File: config.mk
export PLATFORM = sky130hd
export DESIGN_NAME = sorted_priority_queue
export DESIGN_NICKNAME = d
export VERILOG_FILES = /design/src/hdl/spq_pkg.sv /design/src/hdl/sorted_priority_queue.sv /design/src/hdl/spq_ctrl.sv /design/src/hdl/spq_datapath.sv
export VERILOG_INCLUDE_DIRS = /design/src /design/src/hdl
export SDC_FILE = /design/constraint.sdc
export NUM_CORES = 2
export LEC_CHECK = 0
export ABC_AREA = 1
export CAP_MARGIN = 20
export CORE_MARGIN = 3
export CORE_UTILIZATION = 45
export CTS_CLUSTER_SIZE = 10
export DETAILED_ROUTE_END_ITERATION = 10
export DONT_BUFFER_PORTS = 1
export GPL_TIMING_DRIVEN = 0
export PLACE_DENSITY_LB_ADDON = 0.08
export SYNTH_ARGS = -nofsm -noshare
export SYNTH_HDL_FRONTEND = slang
export SYNTH_HIERARCHICAL = 1
export SYNTH_SLANG_ARGS = --single-unit
File: constraint.sdc
create_clock -name clock -period 18.2 [get_ports clock]
set_input_delay 4.55 -clock clock [delete_from_list [all_inputs] [get_ports clock]]
set_output_delay 4.55 -clock clock [all_outputs]
set_load 0.05 [all_outputs]
File: src/hdl/sorted_priority_queue_macros.svh
// assertion macros for the sorted priority queue
// used by the controller and the datapath; needs clock and reset in scope
`ifndef SORTED_PRIORITY_QUEUE_MACROS_SVH
`define SORTED_PRIORITY_QUEUE_MACROS_SVH
`ifndef SYNTH
`define SPQ_ASSERT_SAME(lbl, ante, cons, msg) \
   lbl: assert property (@(posedge clock) disable iff (reset) (ante) |-> (cons)) \
      else $error(msg);
`define SPQ_ASSERT_NEXT(lbl, ante, cons, msg) \
   lbl: assert property (@(posedge clock) disable iff (reset) (ante) |=> (cons)) \
      else $error(msg);
`else
`define SPQ_ASSERT_SAME(lbl, ante, cons, msg)
`define SPQ_ASSERT_NEXT(lbl, ante, cons, msg)
`endif
`endif

File: src/hdl/spq_pkg.sv
// shared types and constants of the sorted priority queue
// no dependencies
`default_nettype none
package spq_pkg;
   localparam int DEPTH  = 16;
   localparam int CNT_W  = $clog2(DEPTH + 1);
   localparam int FILL_W = 5;
   localparam int WORD_W = 32;

   typedef enum logic {
      KIND_INSERT = 1'b0,
      KIND_REMOVE = 1'b1
   } kind_type;

   typedef struct packed {
      logic load;
      logic exec;
   } cmd_type;
endpackage
`default_nettype wire

File: src/hdl/sorted_priority_queue.sv
// top level of the sorted priority queue, smallest priority served first
// depends on spq_pkg, spq_ctrl and spq_datapath
//
// command channel: a word is taken at a clock edge where start is high and busy is low.
//   req_kind selects insert or remove; req_item_value and req_item_priority carry the entry.
// result channel: every word gives one result on the rsp_ ports, marked by rsp_strobe high for
//   exactly one cycle. the receiver cannot stall, so no result is ever held back.
// the accepted word enters the execute state; at its end the result registers and rsp_strobe
//   are loaded, and the receiver takes the result while rsp_strobe is high.
// busy is high for the single execute cycle, so no word is taken before it ends; in it the
//   row of DEPTH compare-and-shift cells shifts every entry that must move at once.
// an insert on a full queue is refused with rsp_was_full; a remove on an empty queue
//   answers with rsp_was_empty. equal priorities leave in arrival order.
// rsp_fill_count gives the entry count after the word, low 5 bits.
// reset (synchronous, active high) empties the queue and clears the strobe; entry slots
//   keep whatever they held and are never read until written.
`default_nettype none
module sorted_priority_queue
   import spq_pkg::*;
(
   input  wire logic                     clock,
   input  wire logic                     reset,
   input  wire logic                     start,
   output logic                          busy,
   input  wire logic                     req_kind,
   input  wire logic signed [WORD_W-1:0] req_item_value,
   input  wire logic signed [WORD_W-1:0] req_item_priority,
   output logic                          rsp_strobe,
   output logic signed [WORD_W-1:0]      rsp_out_value,
   output logic signed [WORD_W-1:0]      rsp_out_priority,
   output logic                          rsp_out_valid,
   output logic                          rsp_was_empty,
   output logic                          rsp_was_full,
   output logic [FILL_W-1:0]             rsp_fill_count
);
   cmd_type cmd;

   spq_ctrl u_ctrl (
      .clock (clock),
      .reset (reset),
      .start (start),
      .cmd   (cmd),
      .busy  (busy)
   );

   spq_datapath u_datapath (
      .clock             (clock),
      .reset             (reset),
      .cmd               (cmd),
      .req_kind          (req_kind),
      .req_item_value    (req_item_value),
      .req_item_priority (req_item_priority),
      .rsp_strobe        (rsp_strobe),
      .rsp_out_value     (rsp_out_value),
      .rsp_out_priority  (rsp_out_priority),
      .rsp_out_valid     (rsp_out_valid),
      .rsp_was_empty     (rsp_was_empty),
      .rsp_was_full      (rsp_was_full),
      .rsp_fill_count    (rsp_fill_count)
   );
endmodule
`default_nettype wire

File: src/hdl/spq_ctrl.sv
// controller of the sorted priority queue: accepts a command and sequences one execute cycle
// depends on spq_pkg and sorted_priority_queue_macros.svh
`default_nettype none
`include "sorted_priority_queue_macros.svh"
module spq_ctrl
   import spq_pkg::*;
(
   input  wire logic    clock,
   input  wire logic    reset,
   input  wire logic    start,
   output cmd_type      cmd,
   output logic         busy
);
   typedef enum logic [1:0] {
      ST_IDLE = 2'b01,
      ST_EXEC = 2'b10
   } state_type;

   state_type state_ff;
   state_type state_in;

   always_comb begin
      busy     = (state_ff == ST_EXEC);
      cmd.load = start && !busy;
      cmd.exec = busy;
      case (state_ff)
         ST_IDLE: begin
            state_in = cmd.load ? ST_EXEC : ST_IDLE;
         end
         ST_EXEC: begin
            state_in = ST_IDLE;
         end
         default: begin
            state_in = ST_IDLE;
         end
      endcase
   end

   always_ff @(posedge clock) begin
      if (reset) begin
         state_ff <= ST_IDLE;
      end else begin
         state_ff <= state_in;
      end
   end

   `SPQ_ASSERT_NEXT(load_enters_exec, cmd.load, state_ff == ST_EXEC, "load did not start exec")
   `SPQ_ASSERT_NEXT(exec_one_cycle, state_ff == ST_EXEC, state_ff == ST_IDLE, "exec lasted")
   `SPQ_ASSERT_SAME(no_load_when_busy, busy, !cmd.load, "load while busy")
endmodule
`default_nettype wire

File: src/hdl/spq_datapath.sv
// datapath of the sorted priority queue: row of compare-and-shift cells and result registers
// depends on spq_pkg and sorted_priority_queue_macros.svh
`default_nettype none
`include "sorted_priority_queue_macros.svh"
module spq_datapath
   import spq_pkg::*;
(
   input  wire logic                     clock,
   input  wire logic                     reset,
   input  wire cmd_type                  cmd,
   input  wire logic                     req_kind,
   input  wire logic signed [WORD_W-1:0] req_item_value,
   input  wire logic signed [WORD_W-1:0] req_item_priority,
   output logic                          rsp_strobe,
   output logic signed [WORD_W-1:0]      rsp_out_value,
   output logic signed [WORD_W-1:0]      rsp_out_priority,
   output logic                          rsp_out_valid,
   output logic                          rsp_was_empty,
   output logic                          rsp_was_full,
   output logic [FILL_W-1:0]             rsp_fill_count
);
   logic                     kind_ff;
   logic signed [WORD_W-1:0] value_ff;
   logic signed [WORD_W-1:0] prio_ff;
   logic [CNT_W-1:0]         count_ff;
   logic [CNT_W-1:0]         count_in;
   logic signed [WORD_W-1:0] ent_val_ff [DEPTH];
   logic signed [WORD_W-1:0] ent_pri_ff [DEPTH];
   logic [DEPTH-1:0]         le;
   logic [DEPTH-1:0]         prev_le;
   logic signed [WORD_W-1:0] prev_val [DEPTH];
   logic signed [WORD_W-1:0] prev_pri [DEPTH];
   logic signed [WORD_W-1:0] next_val [DEPTH];
   logic signed [WORD_W-1:0] next_pri [DEPTH];
   logic                     is_full;
   logic                     is_empty;
   logic                     do_ins;
   logic                     do_rem;
   logic [CNT_W+FILL_W-1:0]  count_ext;

   logic                     strobe_ff;
   logic signed [WORD_W-1:0] out_value_ff;
   logic signed [WORD_W-1:0] out_prio_ff;
   logic                     out_valid_ff;
   logic                     was_empty_ff;
   logic                     was_full_ff;
   logic [FILL_W-1:0]        fill_ff;

   always_ff @(posedge clock) begin
      if (cmd.load) begin
         kind_ff  <= req_kind;
         value_ff <= req_item_value;
         prio_ff  <= req_item_priority;
      end
   end

   always_comb begin
      is_full  = (count_ff == CNT_W'(DEPTH));
      is_empty = (count_ff == '0);
      do_ins   = cmd.exec && (kind_ff == KIND_INSERT) && !is_full;
      do_rem   = cmd.exec && (kind_ff == KIND_REMOVE) && !is_empty;
      count_in = count_ff;
      if (do_ins) begin
         count_in = count_ff + CNT_W'(1);
      end else if (do_rem) begin
         count_in = count_ff - CNT_W'(1);
      end
      count_ext = {{FILL_W{1'b0}}, count_in};
   end

   for (genvar i = 0; i < DEPTH; i++) begin : g_cell
      localparam logic [CNT_W-1:0] IDX = CNT_W'(i);

      assign le[i] = (IDX < count_ff) && (ent_pri_ff[i] <= prio_ff);

      if (i == 0) begin : g_head
         assign prev_le[i]  = 1'b1;
         assign prev_val[i] = value_ff;
         assign prev_pri[i] = prio_ff;
      end else begin : g_body
         assign prev_le[i]  = le[i-1];
         assign prev_val[i] = ent_val_ff[i-1];
         assign prev_pri[i] = ent_pri_ff[i-1];
      end

      if (i == DEPTH - 1) begin : g_tail
         assign next_val[i] = ent_val_ff[i];
         assign next_pri[i] = ent_pri_ff[i];
      end else begin : g_inner
         assign next_val[i] = ent_val_ff[i+1];
         assign next_pri[i] = ent_pri_ff[i+1];
      end

      always_ff @(posedge clock) begin
         if (do_ins && !le[i]) begin
            if (prev_le[i]) begin
               ent_val_ff[i] <= value_ff;
               ent_pri_ff[i] <= prio_ff;
            end else begin
               ent_val_ff[i] <= prev_val[i];
               ent_pri_ff[i] <= prev_pri[i];
            end
         end else if (do_rem) begin
            ent_val_ff[i] <= next_val[i];
            ent_pri_ff[i] <= next_pri[i];
         end
      end
   end

   always_ff @(posedge clock) begin
      if (reset) begin
         count_ff  <= '0;
         strobe_ff <= 1'b0;
      end else begin
         count_ff  <= count_in;
         strobe_ff <= cmd.exec;
      end
   end

   always_ff @(posedge clock) begin
      if (cmd.exec) begin
         out_value_ff <= do_rem ? ent_val_ff[0] : '0;
         out_prio_ff  <= do_rem ? ent_pri_ff[0] : '0;
         out_valid_ff <= do_rem;
         was_empty_ff <= (kind_ff == KIND_REMOVE) && is_empty;
         was_full_ff  <= (kind_ff == KIND_INSERT) && is_full;
         fill_ff      <= count_ext[FILL_W-1:0];
      end
   end

   assign rsp_strobe       = strobe_ff;
   assign rsp_out_value    = out_value_ff;
   assign rsp_out_priority = out_prio_ff;
   assign rsp_out_valid    = out_valid_ff;
   assign rsp_was_empty    = was_empty_ff;
   assign rsp_was_full     = was_full_ff;
   assign rsp_fill_count   = fill_ff;

   `SPQ_ASSERT_SAME(count_in_range, 1'b1, count_ff <= CNT_W'(DEPTH), "count beyond depth")
   `SPQ_ASSERT_SAME(one_flag_only, rsp_strobe,
      $countones({rsp_out_valid, rsp_was_empty, rsp_was_full}) <= 1, "conflicting flags")
   `SPQ_ASSERT_NEXT(count_moves_by_one, cmd.exec,
      (count_ff == $past(count_ff)) || (count_ff == $past(count_ff) + CNT_W'(1))
      || (count_ff == $past(count_ff) - CNT_W'(1)), "count jumped")
endmodule
`default_nettype wire
Word-level counts from Yosys, hierarchy flattened
Memory sizes are Yosys's and may differ from the RTL's.
Index checks and enable logic that the tools add are counted.
W data, S select, Z words.
- mux-type cells: 190
- reductions and logical operators: 60
- eq/ne operators: 3
- $lt $le $gt $ge: 32
- bitwise operators: 64
- add/sub/neg operators: 2
- operator list (kind ; number):
    $mux W32 ; 62
    $le A32 B32 Y1 ; 16
    $mux W1 ; 125
    $or A1 B1 Y1 ; 62
    $lt A4 B5 Y1 const A ; 8
    $logic_and A1 B1 Y1 ; 39
    $lt A3 B5 Y1 const A ; 4
    $logic_not A1 Y1 ; 19
    $lt A1 B5 Y1 const A ; 2
    $lt A2 B5 Y1 const A ; 2
    $mux W5 ; 2
    $add A5 B1 Y5 const B ; 1
    $eq A5 B5 Y1 const B ; 1
    $logic_not A5 Y1 ; 1
    $sub A5 B1 Y5 const B ; 1
    $eq A2 B1 Y1 const B ; 1
    $eq A2 B2 Y1 const B ; 1
    $mux W2 ; 1
    $not A1 Y1 ; 2
    $reduce_or A2 Y1 ; 1
- memory bits (writable): 1024
- logic and storage cells: 365
- output and inout port bits: 74
- input bits: 68
- bits in registers: 145
- memories: 2
- memory list (memory ; depth ; width ; rd ports ; clocked after memory_dff ; write ports ; line ; source):
    u_datapath.ent_pri_ff ; 16 ; 32 ; 16 ; 0 ; 16 ; spq_datapath.sv:28 ; logic signed [WORD_W-1:0] ent_pri_ff [DEPTH];
    u_datapath.ent_val_ff ; 16 ; 32 ; 16 ; 0 ; 16 ; spq_datapath.sv:27 ; logic signed [WORD_W-1:0] ent_val_ff [DEPTH];

Depth between registers and ports, before layout
An unclocked memory read counts as a cell.
- depth after elaboration: 9
- mapped depth: 21

Modules after synthesis
Netlist, hierarchy kept.
- modules (own cells, without submodules) (module ; area each (µm²) ; seq. area each (µm²) ; cells each ; times used):
    spq_datapath ; 70069.7 ; 34983.6 ; 8053 ; 1
    spq_ctrl ; 93.8 ; 40.0 ; 15 ; 1

Worst setup path before layout
No wires, ideal clock.
- path type: in2reg
- from: input start
- to: register u_datapath.kind_ff, enable pin
- setup slack: 9.956 ns
- data required time: 17.691 ns
- arrival: 7.735 ns
- setup time: 0.509 ns
- stages on the path: 2
- buffers on the path: 0
- cell sequence: inv_1 a21oi_1
- RTL lines (element ; line ; source):
    start, declared ; sorted_priority_queue.sv:23 ; input wire logic start,
    end signal, assigned ; spq_datapath.sv:51 ; kind_ff <= req_kind;
    end, declared ; spq_datapath.sv:22 ; logic kind_ff;

Worst setup path after layout
- from: register u_ctrl.state_ff[1]
- to: output busy
- cells in the longest elaborated chain, start to end: 1
- RTL lines (element ; line ; source):
    start, declared ; spq_ctrl.sv:19 ; state_type state_ff;
    start signal, assigned ; spq_ctrl.sv:43 ; state_ff <= state_in;
    $eq A2 B2 Y1 ; spq_ctrl.sv:23 ; busy = (state_ff == ST_EXEC);
    end, declared ; sorted_priority_queue.sv:24 ; output logic busy,
No other way between the ends.

==> run metrics <==
status=finished clean; Iter 0 DRT Violations=7504; Initial Util=between 40% and 50%; Rel. slew slack=~14%; CP Data Arrival Time=~2 ns; via/cell ratio=roughly 6.1; antenna-violating nets left=0; largest net degree at the start of global routing=56; crit path kind=reg -> out; Layout Utilization=roughly half; crit-path max FO=3; Vias=63200; synthesized area per cell=approximately 8.7 um^2; # IOs=142; Max Clk Rate=153 MHz; placed wire-length estimate=~220000 um; Hold Path End=u_ctrl/state_ff[1]; Layout area overhead=11.0%; CP bufs+invs=1; clock share of power=between 40% and 50%; Final Power=roughly 6.3 mW; CP endpoint kind=output pin; Pins Over Slew Limit=0; clock transition at the registers of the reported paths=about 0.06 ns; Worst Path Required=around 14 ns; HP Class=reg -> reg; crit-path leading delay family=simple AND/OR/NAND/NOR gates; synthesized flop and latch total=1169; Internal=~4.7 mW; hold depth=2; DP Worst Slack=around 12 ns; crit start category=register; Cell Pwr Density=between 80 and 90 mW/mm^2; Static Leak=about 32 nW; Synth Net Count=~8700; layout cells sized above 1=under 10%; Placeable Area=about 0.15 mm^2; nets=approximately 8800; Die Y=~400 um; HP Start=u_ctrl/state_ff[0]; clock sink count=approximately 1200; Final Cell Area=0.0779 mm^2; sequential share of power=roughly half; Residual DRC=0; most common cell after layout, fill and taps aside=nand2_1; setup-violating endpoint count in the final report=0; most frequent cells in the layout=nand2_1 (2724), nand3_1 (1525), edfxtp_1 (1161); post-synth cell types=39; Min Hold Slack=0.484 ns; CTS tree=yes; Syn Std Cell Area=0.0702 mm^2; r2r startpoint=u_ctrl/state_ff[1]; switching part of the total=between 20% and 30%; Clock Tree Buf Depth=3; Die Width=between 400 and 500 um; Clk Latency, worst-skew pair=a little over 0.8 ns; first-pass GRT wire length=around 410000 um; vias in the first global route=61200; Psw=1.60 mW; initial antenna violation count=10; Worst R2R Path Depth=11; final worst setup slack=around 12 ns; routed wire length=284000 um; Synth async-reset ratio=0%; dominant synthesized flop cell=edfxtp_1; Synth warnings=6; minimum clock period after layout=between 6 and 7 ns; share of the synthesized area in the top cell type=49.7%; Clk Tree Root Cell=clkbuf_16; Resized cells post-CTS=0; area leader, netlist=edfxtp_1; post-synthesis cell count=between 8000 and 9000; register-to-register setup slack=~13 ns; Post-synth EDFFs=approximately 1200; row cnt=144; drt pass-1 iters=8; Post-DP Area=~0.074 mm^2; Inserted Clock Buffers=about 150; overall die area=between 0.15 and 0.2 mm^2; Total GRT Usage=between 30% and 40%; Post-CTS Hold Buffers=0; slowest CP cell=nor2_1; final non-filler cell total=10400; GRT overflow=0; register area share after synthesis=about half; slowest cell delay on critical path=approximately 0.7 ns; max-cap violation count=0; Tcrit/Tclk final=about 36%; Placed Cells=between 10000 and 15000; CTS H-Tree Depth=4; worst path cell trace=inv_1 > nor2_1; IO Port Bufs=0; Worst VDD drop=approximately 0.081 mV; Final GP Congestion=about 0.94; setup TNS=0 ns; Worst Max-Slew Pin Slew=1.28 ns; # Post-CTS Setup Buffers=0; Hold Violations, Final=0; Gate power share=under 10%; Clock Skew=~0.040 ns; RSZ-0062 raised after global routing=false; largest cells by area after synthesis=edfxtp_1 (50%), nand2_1 (15%), nand3_1 (11%), ha_1 (9.2%), nand4_1 (3.9%); WL/cell=~27 um; R2R Path End=u_datapath/ent_val_ff[1][24]
-- synthesized netlist by cell type (27+ instances only) --
| library cell | count |
|---|---|
| buf_4 | 52 |
| nand2_2 | 27 |
| o21a_1 | 36 |
| nand3_1 | 1526 |
| edfxtp_1 | 1161 |
| nand2_1 | 2736 |
| ha_1 | 515 |
| buf_6 | 33 |
| buf_2 | 201 |
| nand4_1 | 433 |
| clkbuf_1 | 244 |
| inv_1 | 351 |
| a21oi_1 | 233 |
| nor2_1 | 273 |
| o21ai_0 | 123 |
| buf_1 | 28 |
-- power groups by stage --
stage | Combinational, mW | Clock (mW) | Sequential [mW]
after floorplan | 0.327 | 0 | 3.08
after global placement | 0.468 | 0 | 3.10
after detailed placement | 0.494 | 0 | 3.09
after CTS | 0.497 | 2.78 | 3.03
after global routing | 0.557 | 2.88 | 3.04
final | 0.502 | 2.75 | 3.03
-- routing by layer --
metal / part of all wire, % / global-route usage [%] / up-vias
li1: - / - / 28500
met1: 40 / 43.9 / 30800
met2: 46 / 55.6 / 3250
met3: 8.1 / 5.21 / 727
met4: 6.4 / 19.6 / 2
met5: 0.0039 / 0 / -
-- cell type report --
type	instances	area, um^2
inverter	362	1360
multi-input combinational	5979	31100
sequential	1169	35000
antenna	8	20.0
clock buffer	192	3900
fill	14900	76500
clock inverter	49	407
buffer	558	2790
timing repair buffer	30	691
tap	2044	2560
-- worst max-delay path by stage --
stage	cells after the start	to	slack, ns	start
6_report	2	busy	11.68	u_ctrl/state_ff[1]
4_1_cts	2	busy	11.62	u_ctrl/state_ff[1]
5_1_grt	2	busy	11.57	u_ctrl/state_ff[1]
3_5_place_dp	5	u_datapath/prio_ff[17]	11.94	start
2_1_floorplan	2	u_datapath/kind_ff	9.96	start
3_3_place_gp	2	u_datapath/prio_ff[17]	6.11	start
-- flip-flops by register name, summed over array words and instances, names as in the netlist --
| name | count |
|---|---|
| u_ctrl/state_ff | 2 |
| u_datapath/ent_pri_ff | 512 |
| u_datapath/rsp_was_empty | 1 |
| u_datapath/kind_ff | 1 |
| u_datapath/rsp_was_full | 1 |
| u_datapath/rsp_out_valid | 1 |
| u_datapath/prio_ff | 32 |
| u_datapath/rsp_fill_count | 5 |
| u_datapath/value_ff | 32 |
| u_datapath/count_ff | 5 |
| u_datapath/ent_val_ff | 512 |
| u_datapath/rsp_out_priority | 32 |
| u_datapath/rsp_out_value | 32 |
| u_datapath/rsp_strobe | 1 |
-- logic make-up (layout without fill, tap and decap cells) --
| kind of cell | Yosys count | in the layout | synth area share (%) |
|---|---|---|---|
| buffers and inverters | 920 | 1191 | 5.91 |
| AO/OA/AOI/OAI | 417 | 417 | 3.19 |
| XOR/XNOR | 2 | 2 | 0.0250 |
| AND/OR/NAND/NOR | 5045 | 5045 | 31.8 |
| flip-flops | 1169 | 1169 | 49.9 |
| other | 0 | 8 | 0 |
| adder cells (fa/ha/maj) | 515 | 515 | 9.18 |
-- worst reg2reg max path: cells and delay by family, from the launching register on --
| kind | cells | cell delay [ns] |
|---|---|---|
| buffers and inverters | 7 | 2.81 |
| DFF | 1 | 0.40 |
| and+or+nand+nor | 4 | 1.81 |
Power figures use the tool's default switching activity.
